--- config.mk ---
export PLATFORM = sky130hd
export DESIGN_NAME = tone_sequence_player
export DESIGN_NICKNAME = d
export VERILOG_FILES = /design/src/design/tsp_pkg.sv /design/src/design/tone_sequence_player.sv /design/src/design/tsp_tone_table.sv /design/src/design/tsp_player_ctrl.sv
export SDC_FILE = /design/constraint.sdc
export NUM_CORES = 2
export LEC_CHECK = 0
export ABC_AREA = 0
export CAP_MARGIN = 20
export CORE_MARGIN = 1.5
export CORE_UTILIZATION = 55
export CTS_CLUSTER_DIAMETER = 120
export DETAILED_ROUTE_END_ITERATION = 16
export DONT_BUFFER_PORTS = 1
export PLACE_DENSITY = 0.76
export REMOVE_ABC_BUFFERS = 1
export SYNTH_ARGS = -nofsm -noshare
export SYNTH_HDL_FRONTEND = slang
export SYNTH_SLANG_ARGS = --single-unit
--- constraint.sdc ---
create_clock -name aclk -period 14.55 [get_ports aclk]
set_input_delay 4.365 -clock aclk [delete_from_list [all_inputs] [get_ports aclk]]
set_output_delay 4.365 -clock aclk [all_outputs]
set_load 0.03 [all_outputs]
--- src/design/tsp_pkg.sv ---
// shared types, constants and opcodes of the tone sequence player
`default_nettype none

package tsp_pkg;

    localparam int TABLE_DEPTH_DEF = 64;

    localparam int OP_W     = 3;
    localparam int FREQ_W   = 16;
    localparam int DUR_W    = 16;
    localparam int SLOT_W   = 6;
    localparam int RATE_W   = 14;
    localparam int VOL_W    = 7;
    localparam int UNITS_W  = DUR_W + RATE_W;
    localparam int CFG_IDX_W  = 4;
    localparam int CFG_DATA_W = 14;

    // durations are held as ms * tick_rate; one tick consumes 1000 units
    localparam logic [UNITS_W-1:0] UNITS_PER_TICK = UNITS_W'(1000);
    // 1048575 ticks at most
    localparam logic [UNITS_W-1:0] UNITS_MAX      = UNITS_W'(1048575000);
    localparam logic [UNITS_W-1:0] UNITS_MIN      = UNITS_W'(1);

    localparam logic [VOL_W-1:0]  VOL_MAX    = VOL_W'(100);
    localparam logic [VOL_W-1:0]  VOL_RESET  = VOL_W'(50);
    localparam logic [RATE_W-1:0] RATE_RESET = RATE_W'(1000);

    localparam logic [CFG_IDX_W-1:0] CFG_TICK_RATE = CFG_IDX_W'(0);
    localparam logic [CFG_IDX_W-1:0] CFG_VOLUME    = CFG_IDX_W'(1);

    typedef enum logic [OP_W-1:0] {
        OP_TICK  = 3'd0,
        OP_BEEP  = 3'd1,
        OP_PLAY  = 3'd2,
        OP_STOP  = 3'd3,
        OP_WRITE = 3'd4
    } opcode_t;

    typedef struct packed {
        logic [FREQ_W-1:0] pitch;
        logic [DUR_W-1:0]  length;
    } entry_t;

    typedef struct packed {
        logic              program_pitch;
        logic              program_silence;
        logic [FREQ_W-1:0] pitch_hz;
        logic [VOL_W-1:0]  duty_percent;
        logic              timer_start;
        logic              timer_stop;
        logic              playing;
    } result_t;

endpackage

`default_nettype wire

--- src/design/tone_sequence_player.sv ---
// top level of the tone sequence player: channel registers, configuration and core
// a result passes the input register stage and then the result register stage
// throughput: one transaction per cycle if results drain, set by the single pass
//   through control logic and one 16x14 duration multiplier between two registers
// reset: synchronous, active low; clears sequencing state, pitch, channel valids,
//   resets configuration; tone table contents stay undefined until written
`default_nettype none

module tone_sequence_player #(
    parameter int TABLE_DEPTH = tsp_pkg::TABLE_DEPTH_DEF
) (
    input  wire                              aclk,
    input  wire                              aresetn,
    // input item channel
    input  wire                              s_valid,
    output logic                             s_ready,
    input  wire [tsp_pkg::OP_W-1:0]          s_opcode,
    input  wire [tsp_pkg::FREQ_W-1:0]        s_freq_hz,
    input  wire [tsp_pkg::DUR_W-1:0]         s_duration_ms,
    input  wire [tsp_pkg::SLOT_W-1:0]        s_tone_slot,
    input  wire                              s_loop_enable,
    // result channel
    output logic                             m_valid,
    input  wire                              m_ready,
    output logic                             m_program_pitch,
    output logic                             m_program_silence,
    output logic [tsp_pkg::FREQ_W-1:0]       m_pitch_hz,
    output logic [tsp_pkg::VOL_W-1:0]        m_duty_percent,
    output logic                             m_timer_start,
    output logic                             m_timer_stop,
    output logic                             m_playing,
    // configuration write channel
    input  wire                              cfg_valid,
    output logic                             cfg_ready,
    input  wire [tsp_pkg::CFG_IDX_W-1:0]     cfg_index,
    input  wire [tsp_pkg::CFG_DATA_W-1:0]    cfg_data
);

    localparam int ADDR_W = $clog2(TABLE_DEPTH);

    // out of reset flag, holds both channels off while reset is applied
    logic                           live_reg;

    // input register stage
    logic                           in_valid_reg, in_valid_next;
    logic [tsp_pkg::OP_W-1:0]       op_reg;
    logic [tsp_pkg::FREQ_W-1:0]     freq_reg;
    logic [tsp_pkg::DUR_W-1:0]      dur_reg;
    logic [tsp_pkg::SLOT_W-1:0]     slot_reg;
    logic                           loop_reg;

    // result register stage
    logic                           out_valid_reg, out_valid_next;
    tsp_pkg::result_t               out_reg;

    // configuration registers
    logic [tsp_pkg::RATE_W-1:0]     tick_rate_reg;
    logic [tsp_pkg::VOL_W-1:0]      volume_reg;

    logic                           out_free;
    logic                           item_fire;
    logic                           s_take;
    tsp_pkg::result_t               core_result;

    logic                           wr_en;
    logic [ADDR_W-1:0]              wr_addr;
    tsp_pkg::entry_t                wr_data;
    logic [ADDR_W-1:0]              rd_addr;
    logic                           rd_end;
    tsp_pkg::entry_t                next_entry;
    logic                           next_end;
    tsp_pkg::entry_t                first_entry;

    // result slot frees when empty or being taken this cycle
    assign out_free  = !out_valid_reg || m_ready;
    // the held item is processed whenever its result has somewhere to go
    assign item_fire = in_valid_reg && out_free;
    // a new transaction is taken while the held one leaves, so no bubble
    assign s_ready   = live_reg && (!in_valid_reg || out_free);
    assign s_take    = s_valid && s_ready;
    assign cfg_ready = live_reg;

    always_comb begin
        in_valid_next  = s_take || (in_valid_reg && !item_fire);
        out_valid_next = item_fire || (out_valid_reg && !m_ready);
    end

    // control state and configuration
    always_ff @(posedge aclk) begin
        if (!aresetn) begin
            live_reg      <= 1'b0;
            in_valid_reg  <= 1'b0;
            out_valid_reg <= 1'b0;
            tick_rate_reg <= tsp_pkg::RATE_RESET;
            volume_reg    <= tsp_pkg::VOL_RESET;
        end else begin
            live_reg      <= 1'b1;
            in_valid_reg  <= in_valid_next;
            out_valid_reg <= out_valid_next;
            if (cfg_valid && cfg_ready) begin
                unique case (cfg_index)
                    tsp_pkg::CFG_TICK_RATE: tick_rate_reg <= cfg_data[tsp_pkg::RATE_W-1:0];
                    tsp_pkg::CFG_VOLUME:    volume_reg    <= cfg_data[tsp_pkg::VOL_W-1:0];
                    default: begin
                    end
                endcase
            end
        end
    end

    // payload registers, no reset needed
    always_ff @(posedge aclk) begin
        if (s_take) begin
            op_reg   <= s_opcode;
            freq_reg <= s_freq_hz;
            dur_reg  <= s_duration_ms;
            slot_reg <= s_tone_slot;
            loop_reg <= s_loop_enable;
        end
        if (item_fire) begin
            out_reg <= core_result;
        end
    end

    tsp_player_ctrl #(
        .DEPTH  (TABLE_DEPTH),
        .ADDR_W (ADDR_W)
    ) u_ctrl (
        .aclk        (aclk),
        .aresetn     (aresetn),
        .item_fire   (item_fire),
        .op          (op_reg),
        .freq        (freq_reg),
        .dur         (dur_reg),
        .slot        (slot_reg),
        .loop_en     (loop_reg),
        .tick_rate   (tick_rate_reg),
        .volume      (volume_reg),
        .next_entry  (next_entry),
        .next_end    (next_end),
        .first_entry (first_entry),
        .wr_en       (wr_en),
        .wr_addr     (wr_addr),
        .wr_data     (wr_data),
        .rd_addr     (rd_addr),
        .rd_end      (rd_end),
        .result      (core_result)
    );

    tsp_tone_table #(
        .DEPTH  (TABLE_DEPTH),
        .ADDR_W (ADDR_W)
    ) u_table (
        .aclk        (aclk),
        .wr_en       (wr_en),
        .wr_addr     (wr_addr),
        .wr_data     (wr_data),
        .rd_addr     (rd_addr),
        .rd_end      (rd_end),
        .next_entry  (next_entry),
        .next_end    (next_end),
        .first_entry (first_entry)
    );

    assign m_valid           = out_valid_reg;
    assign m_program_pitch   = out_reg.program_pitch;
    assign m_program_silence = out_reg.program_silence;
    assign m_pitch_hz        = out_reg.pitch_hz;
    assign m_duty_percent    = out_reg.duty_percent;
    assign m_timer_start     = out_reg.timer_start;
    assign m_timer_stop      = out_reg.timer_stop;
    assign m_playing         = out_reg.playing;

    // a single result never both programs a pitch and silences
    assert property (@(posedge aclk) disable iff (!aresetn)
        out_valid_reg |-> !(out_reg.program_pitch && out_reg.program_silence))
        else $error("pitch and silence programmed by one transaction");

    // duty only goes out with a pitch reprogram
    assert property (@(posedge aclk) disable iff (!aresetn)
        (out_valid_reg && !out_reg.program_pitch) |-> (out_reg.duty_percent == '0))
        else $error("duty reported without a pitch reprogram");

    // a result held back by the sink keeps its slot while the item stage waits
    assert property (@(posedge aclk) disable iff (!aresetn)
        (out_valid_reg && !m_ready && in_valid_reg) |=> in_valid_reg && out_valid_reg)
        else $error("held item or stalled result dropped");

endmodule

`default_nettype wire

--- src/design/tsp_tone_table.sv ---
// tone table memory with registered prefetch of the following entry and a copy of entry 0
`default_nettype none

module tsp_tone_table #(
    parameter int DEPTH  = tsp_pkg::TABLE_DEPTH_DEF,
    parameter int ADDR_W = $clog2(DEPTH)
) (
    input  wire                  aclk,
    input  wire                  wr_en,
    input  wire [ADDR_W-1:0]     wr_addr,
    input  wire tsp_pkg::entry_t wr_data,
    input  wire [ADDR_W-1:0]     rd_addr,
    input  wire                  rd_end,
    output tsp_pkg::entry_t      next_entry,
    output logic                 next_end,
    output tsp_pkg::entry_t      first_entry
);

    tsp_pkg::entry_t tone_mem [DEPTH];
    tsp_pkg::entry_t next_reg;
    tsp_pkg::entry_t first_reg;
    logic            end_reg;

    always_ff @(posedge aclk) begin
        if (wr_en) begin
            tone_mem[wr_addr] <= wr_data;
        end
    end

    // read of the entry after the new position, write data bypassed on a hit
    always_ff @(posedge aclk) begin
        if (wr_en && (wr_addr == rd_addr)) begin
            next_reg <= wr_data;
        end else begin
            next_reg <= tone_mem[rd_addr];
        end
        end_reg <= rd_end;
        if (wr_en && (wr_addr == '0)) begin
            first_reg <= wr_data;
        end
    end

    assign next_entry  = next_reg;
    assign next_end    = end_reg;
    assign first_entry = first_reg;

endmodule

`default_nettype wire

--- src/design/tsp_player_ctrl.sv ---
// sequencing state, duration scaling and pitch programming decisions
`default_nettype none

module tsp_player_ctrl #(
    parameter int DEPTH  = tsp_pkg::TABLE_DEPTH_DEF,
    parameter int ADDR_W = $clog2(DEPTH)
) (
    input  wire                           aclk,
    input  wire                           aresetn,
    input  wire                           item_fire,
    input  wire [tsp_pkg::OP_W-1:0]       op,
    input  wire [tsp_pkg::FREQ_W-1:0]     freq,
    input  wire [tsp_pkg::DUR_W-1:0]      dur,
    input  wire [tsp_pkg::SLOT_W-1:0]     slot,
    input  wire                           loop_en,
    input  wire [tsp_pkg::RATE_W-1:0]     tick_rate,
    input  wire [tsp_pkg::VOL_W-1:0]      volume,
    input  wire tsp_pkg::entry_t          next_entry,
    input  wire                           next_end,
    input  wire tsp_pkg::entry_t          first_entry,
    output logic                          wr_en,
    output logic [ADDR_W-1:0]             wr_addr,
    output tsp_pkg::entry_t               wr_data,
    output logic [ADDR_W-1:0]             rd_addr,
    output logic                          rd_end,
    output tsp_pkg::result_t              result
);

    logic                          active_reg, active_next;
    logic                          table_active_reg, table_active_next;
    logic                          repeat_reg, repeat_next;
    logic [ADDR_W-1:0]             pos_reg, pos_next;
    logic [tsp_pkg::UNITS_W-1:0]   units_reg, units_next;
    logic [tsp_pkg::FREQ_W-1:0]    pitch_reg, pitch_next;

    logic                          load_en;
    tsp_pkg::entry_t               load_entry;
    logic                          halt_req;
    logic                          ev_start;
    logic [tsp_pkg::UNITS_W-1:0]   product;
    logic [tsp_pkg::UNITS_W-1:0]   load_units;
    logic                          drive_en;
    logic [tsp_pkg::FREQ_W-1:0]    drive_freq;

    // ms * tick_rate, saturated at the tick ceiling, at least one tick
    assign product = tsp_pkg::UNITS_W'(load_entry.length) * tsp_pkg::UNITS_W'(tick_rate);

    always_comb begin
        if (product > tsp_pkg::UNITS_MAX) begin
            load_units = tsp_pkg::UNITS_MAX;
        end else if (product == '0) begin
            load_units = tsp_pkg::UNITS_MIN;
        end else begin
            load_units = product;
        end
    end

    always_comb begin
        active_next       = active_reg;
        table_active_next = table_active_reg;
        repeat_next       = repeat_reg;
        pos_next          = pos_reg;
        units_next        = units_reg;
        pitch_next        = pitch_reg;
        load_en           = 1'b0;
        load_entry        = '0;
        halt_req          = 1'b0;
        ev_start          = 1'b0;
        wr_en             = 1'b0;
        result            = '0;

        if (item_fire) begin
            unique case (tsp_pkg::opcode_t'(op))
                tsp_pkg::OP_TICK: begin
                    if (active_reg) begin
                        if (units_reg > tsp_pkg::UNITS_PER_TICK) begin
                            units_next = units_reg - tsp_pkg::UNITS_PER_TICK;
                        end else if (!table_active_reg) begin
                            halt_req = 1'b1;
                        end else if (!next_end && (next_entry.length != '0)) begin
                            load_en    = 1'b1;
                            load_entry = next_entry;
                            pos_next   = ADDR_W'(pos_reg + 1'b1);
                        end else if (repeat_reg && (first_entry.length != '0)) begin
                            load_en    = 1'b1;
                            load_entry = first_entry;
                            pos_next   = '0;
                        end else begin
                            halt_req = 1'b1;
                        end
                    end
                end
                tsp_pkg::OP_BEEP: begin
                    if (dur != '0) begin
                        table_active_next = 1'b0;
                        pos_next          = '0;
                        repeat_next       = 1'b0;
                        active_next       = 1'b1;
                        ev_start          = 1'b1;
                        load_en           = 1'b1;
                        load_entry.pitch  = freq;
                        load_entry.length = dur;
                    end
                end
                tsp_pkg::OP_PLAY: begin
                    table_active_next = 1'b1;
                    pos_next          = '0;
                    repeat_next       = loop_en;
                    active_next       = 1'b1;
                    ev_start          = 1'b1;
                    if (first_entry.length != '0) begin
                        load_en    = 1'b1;
                        load_entry = first_entry;
                    end else begin
                        halt_req = 1'b1;
                    end
                end
                tsp_pkg::OP_STOP: begin
                    halt_req = 1'b1;
                end
                tsp_pkg::OP_WRITE: begin
                    wr_en = (int'(slot) < DEPTH);
                end
                default: begin
                end
            endcase

            if (load_en) begin
                units_next = load_units;
            end
            if (halt_req) begin
                table_active_next = 1'b0;
                pos_next          = '0;
                units_next        = '0;
                repeat_next       = 1'b0;
                active_next       = 1'b0;
            end
        end

        // pitch programming, skipped when the pitch is unchanged
        drive_en   = load_en || halt_req;
        drive_freq = halt_req ? '0 : load_entry.pitch;
        if (drive_en && (drive_freq != pitch_reg)) begin
            pitch_next = drive_freq;
            if (drive_freq == '0) begin
                result.program_silence = 1'b1;
            end else begin
                result.program_pitch = 1'b1;
                result.duty_percent  = (volume > tsp_pkg::VOL_MAX) ? tsp_pkg::VOL_MAX : volume;
            end
        end

        result.pitch_hz    = pitch_next;
        result.timer_start = ev_start;
        result.timer_stop  = halt_req;
        result.playing     = active_next;
    end

    assign wr_addr        = ADDR_W'(slot);
    assign wr_data.pitch  = freq;
    assign wr_data.length = dur;

    // prefetch the entry after the position the state moves to
    always_comb begin
        rd_end  = !aresetn ? 1'b0 : (pos_next == ADDR_W'(DEPTH - 1));
        if (!aresetn) begin
            rd_addr = ADDR_W'(1);
        end else if (rd_end) begin
            rd_addr = '0;
        end else begin
            rd_addr = ADDR_W'(pos_next + 1'b1);
        end
    end

    always_ff @(posedge aclk) begin
        if (!aresetn) begin
            active_reg       <= 1'b0;
            table_active_reg <= 1'b0;
            repeat_reg       <= 1'b0;
            pos_reg          <= '0;
            units_reg        <= '0;
            pitch_reg        <= '0;
        end else begin
            active_reg       <= active_next;
            table_active_reg <= table_active_next;
            repeat_reg       <= repeat_next;
            pos_reg          <= pos_next;
            units_reg        <= units_next;
            pitch_reg        <= pitch_next;
        end
    end

    assert property (@(posedge aclk) disable iff (!aresetn)
        active_reg == (units_reg != '0))
        else $error("remaining duration disagrees with active flag");

    assert property (@(posedge aclk) disable iff (!aresetn)
        table_active_reg |-> active_reg)
        else $error("table play flagged while idle");

    assert property (@(posedge aclk) disable iff (!aresetn)
        !table_active_reg |-> (pos_reg == '0) && !repeat_reg)
        else $error("note position or repeat left set outside table play");

    assert property (@(posedge aclk) disable iff (!aresetn)
        !active_reg |-> (pitch_reg == '0))
        else $error("pitch still sounding while idle");

endmodule

`default_nettype wire

==> run_results.csv <==
group,metric,value,unit
job,maxCapViolations,0,
setup_path,endpoint_kind,"flip-flop",
clocking,clk_latency,890,ps
global_route,busiest_layer,"met2",
power,p_int,0.0103,W
place,place.gp.congestion,0.903,
place,dp_worst_setup_slack,677,ps
clocking,cts_buffers,211,
clocking,tritoncts,"done",
synth,avgSynthCellArea,18.2,sq um
synth,synth_top_area_cell,"edfxtp_1",
place,portBuffers,0,
routing,drc_errors,0,
synth,syn_inst,5291,
sta,drv_slew,0,
setup_path,cp_data_arrival_time,14130,ps
routing,drt_iter0_drc,7531,
min_path,hp-class,"flip-flop to flip-flop",
global_route,grt.met1_usage,38.5,%
setup_path,crit_top_cell,"fa_1",
routing,wire_per_inst,33.1,microns
layout,nNetsFinal,5743,
synth,yosysSeqAreaShare,69.0,%
layout,drive_gt1_share,20.1,%
synth,netlist_top_cells_area,"edfxtp_1 (67%), mux4_2 (11%), fa_1 (3.4%)",
synth,ys_ff_latch,2236,
layout,final_common_cell,"edfxtp_1",
synth,synth-edff-count,2150,
synth,synth.top_cell.area_share,67.2,%
power,seqPwrFrac,54.6,%
setup_path,cp-endpoint,"u_ctrl.units_reg[1]$_SDFFE_PN0P_",
clocking,numClockSinks,2236,
sta,rsz0062_at_grt,"no",
power,p_sw_share,19.9,%
place,placed_cell_area,99300,sq um
setup_path,cp.required,15290,ps
routing,drt-total-wl,262,mm
routing,antenna_left,0,
layout,areaGrowthSynthToFinish,10.9,%
synth,synth_cell_types,94,
power,power_switching,0.00257,W
power,clockPowerShare,44.1,%
die,start_util,55.3,%
place,dp_hpwl,145,mm
sta,max_freq,0.0747,GHz
setup_path,cp-start-kind,"flip-flop",
clocking,postCtsHoldBufs,0,
die,die_w,421,microns
power,p_per_area,121,nW/um^2
setup_path,cp_max_fo,31,
global_route,grt_pass1_wl,368,mm
routing,via_per_inst,6.68,
synth,async_flop_share,0,%
power,ir_drop,136,uV
sta,worst_slack,1160,ps
sta,tightest_slew,1170,ps
die,core,174000,sq um
clocking,postCtsSetupBuffers,0,
setup_path,critPathMaxStageDelay,800,ps
layout,largest_reg_flops,2048,
global_route,use_met3,5.64,%
sta,hold_violations,0,
synth,syn_area,96000,sq um
global_route,grt_max_degree,102,
clocking,clk_pin_slew,60,ps
setup_path,reg2reg_to,"u_ctrl.units_reg[1]$_SDFFE_PN0P_",
sta,setup_viol,0,
clocking,clk_path_buf_depth,3,
routing,via_count,52900,
layout,final_cell_mix,"edfxtp_1 (2150), mux4_2 (474), nand2_1 (331), mux2i_1 (293), clkbuf_16 (216)",
global_route,grt_antenna_before_repair,11,
routing,dr.pass1.iters,5,
global_route,groute.usage.overall,29.3,%
die,die_h,421,microns
power,p_leak,36.0,nW
setup_path,crit_type,"flip-flop to flip-flop",
sta,min_period,13390,ps
power,power.share.combinational,1.3,%
sta,skew,46.6,ps
global_route,grt_use_met2,47.1,%
die,dieArea,177000,sq um
sta,timing.final.crit_share,92.0,%
die,num_rows,153,
synth,ys_warn_count,0,
clocking,ctsResizeCount,0,
layout,design_area,107000,sq um
clocking,htreeDepth,4,
die,pin_count,96,
synth,synth_ff_type,"edfxtp_1",
global_route,grt_remaining_overflow,0,
setup_path,r2r_setup_slack,1160,ps
clocking,cts-root-buf,"clkbuf_16",
setup_path,reg2reg_depth,41,
status,status,"completed",
global_route,grt_pass1_vias,52600,
setup_path,cp_slowest_cell,"dfxtp_4",
sta,relSlewSlack,21.3,%
==> cells by family after synthesis <==
group | count (synthesis) | synth area share (%)
adder cells (fa/ha/maj) | 262 | 4.70
AO/OA/AOI/OAI | 535 | 4.01
AND/OR/NAND/NOR | 942 | 4.81
multiplexers | 799 | 14.6
buffers and inverters | 484 | 2.57
flip-flops | 2236 | 69.0
XOR/XNOR | 33 | 0.301
==> synth_stat cells, types with 8 or more instances <==
cell type and instances:
clkbuf_1 113, nor3_1 38, a31oi_1 15, nor2b_1 21
and3_1 16, and2_1 131, o22ai_1 11, xnor2_1 15
buf_1 15, nand2_1 331, nand4_1 23, mux2_4 11
buf_2 53, xor2_1 18, dfxtp_1 86, a21o_1 24
o31ai_1 11, buf_4 48, nor2_1 172, a22o_1 24
fa_1 165, a22oi_1 129, mux2i_1 293, or3_1 13
edfxtp_1 2150, a221oi_1 21, mux2_2 19, mux4_2 474
o221ai_1 12, o21a_1 10, o21ai_0 64, inv_1 203
ha_1 97, nor4_1 19, nand3_1 82, nand3b_1 12
a211oi_1 12, o21ai_1 8, or2_2 16, or4_1 10
a21oi_1 94, o211ai_1 19, buf_6 42, nand2b_1 22
==> final cells by class <==
class	instances	area, sq um
fillers	11800	67100
inverters	206	773
multi-input cells	2571	27800
well taps	2325	2910
repair buffers	190	1610
flip-flops and latches	2236	66300
clock inverters	122	1480
clock buffers	262	5620
diodes	5	12.5
==> worst min path at each step <==
| stage | startpoint | end | slack [ps] | cells after the start |
|---|---|---|---|---|
| after floorplan | u_ctrl.units_reg[16]$_SDFFE_PN0P_ | u_ctrl.units_reg[16]$_SDFFE_PN0P_ | 440 | 2 |
| after global placement | u_ctrl.units_reg[13]$_SDFFE_PN0P_ | u_ctrl.units_reg[13]$_SDFFE_PN0P_ | 450 | 2 |
| after detailed placement | u_ctrl.units_reg[21]$_SDFFE_PN0P_ | u_ctrl.units_reg[21]$_SDFFE_PN0P_ | 460 | 2 |
| after CTS | u_ctrl.units_reg[21]$_SDFFE_PN0P_ | u_ctrl.units_reg[21]$_SDFFE_PN0P_ | 470 | 2 |
| after global routing | u_ctrl.units_reg[21]$_SDFFE_PN0P_ | u_ctrl.units_reg[21]$_SDFFE_PN0P_ | 490 | 2 |
| final | u_ctrl.units_reg[21]$_SDFFE_PN0P_ | u_ctrl.units_reg[21]$_SDFFE_PN0P_ | 470 | 2 |
==> stage by stage <==
| step | TNS [ps] | std cells | hold slack [ps] | power (W) | utilization, % |
|---|---|---|---|---|---|
| 3_3_place_gp | 0 | 7523 | 453 | 0.00733 | 57.2 |
| 4_1_cts | 0 | 7907 | 467 | 0.0129 | 61.3 |
| 3_5_place_dp | 0 | 7523 | 461 | 0.00734 | 57.2 |
| 6_report | 0 | 7917 | 469 | 0.0129 | 61.4 |
| 5_1_grt | 0 | 7915 | 493 | 0.0132 | 61.4 |
| 2_1_floorplan | -1325980 | 5013 | 435 | 0.00727 | - |
==> worst max-delay path: cells and delay by family, from the launching register on <==
| kind | cells | cell delay (ps) |
|---|---|---|
| AND/OR/NAND/NOR | 12 | 3050 |
| buffers and inverters | 8 | 1480 |
| flip-flops | 1 | 800 |
| AO/OA/AOI/OAI | 11 | 3630 |
| adder cells (fa/ha/maj) | 7 | 3300 |
| multiplexers | 2 | 750 |
| XOR/XNOR | 1 | 190 |
==> metal layers <==
layer / up-vias / share of wire, %
met4: 8 / 5.6
met1: 27300 / 36
met5: - / 0.020
met3: 648 / 9.9
met2: 3721 / 49
li1: 21200 / -
==> power groups by stage <==
stage	logic [W]	registers, W	clock network, W
detailed placement	0.000150	0.00719	0
finish	0.000163	0.00705	0.00569
floorplan	0.0000547	0.00721	0
global route	0.000174	0.00704	0.00595
global placement	0.000145	0.00719	0
CTS	0.000151	0.00705	0.00570
No activity file was read; power rests on OpenSTA's default activity.
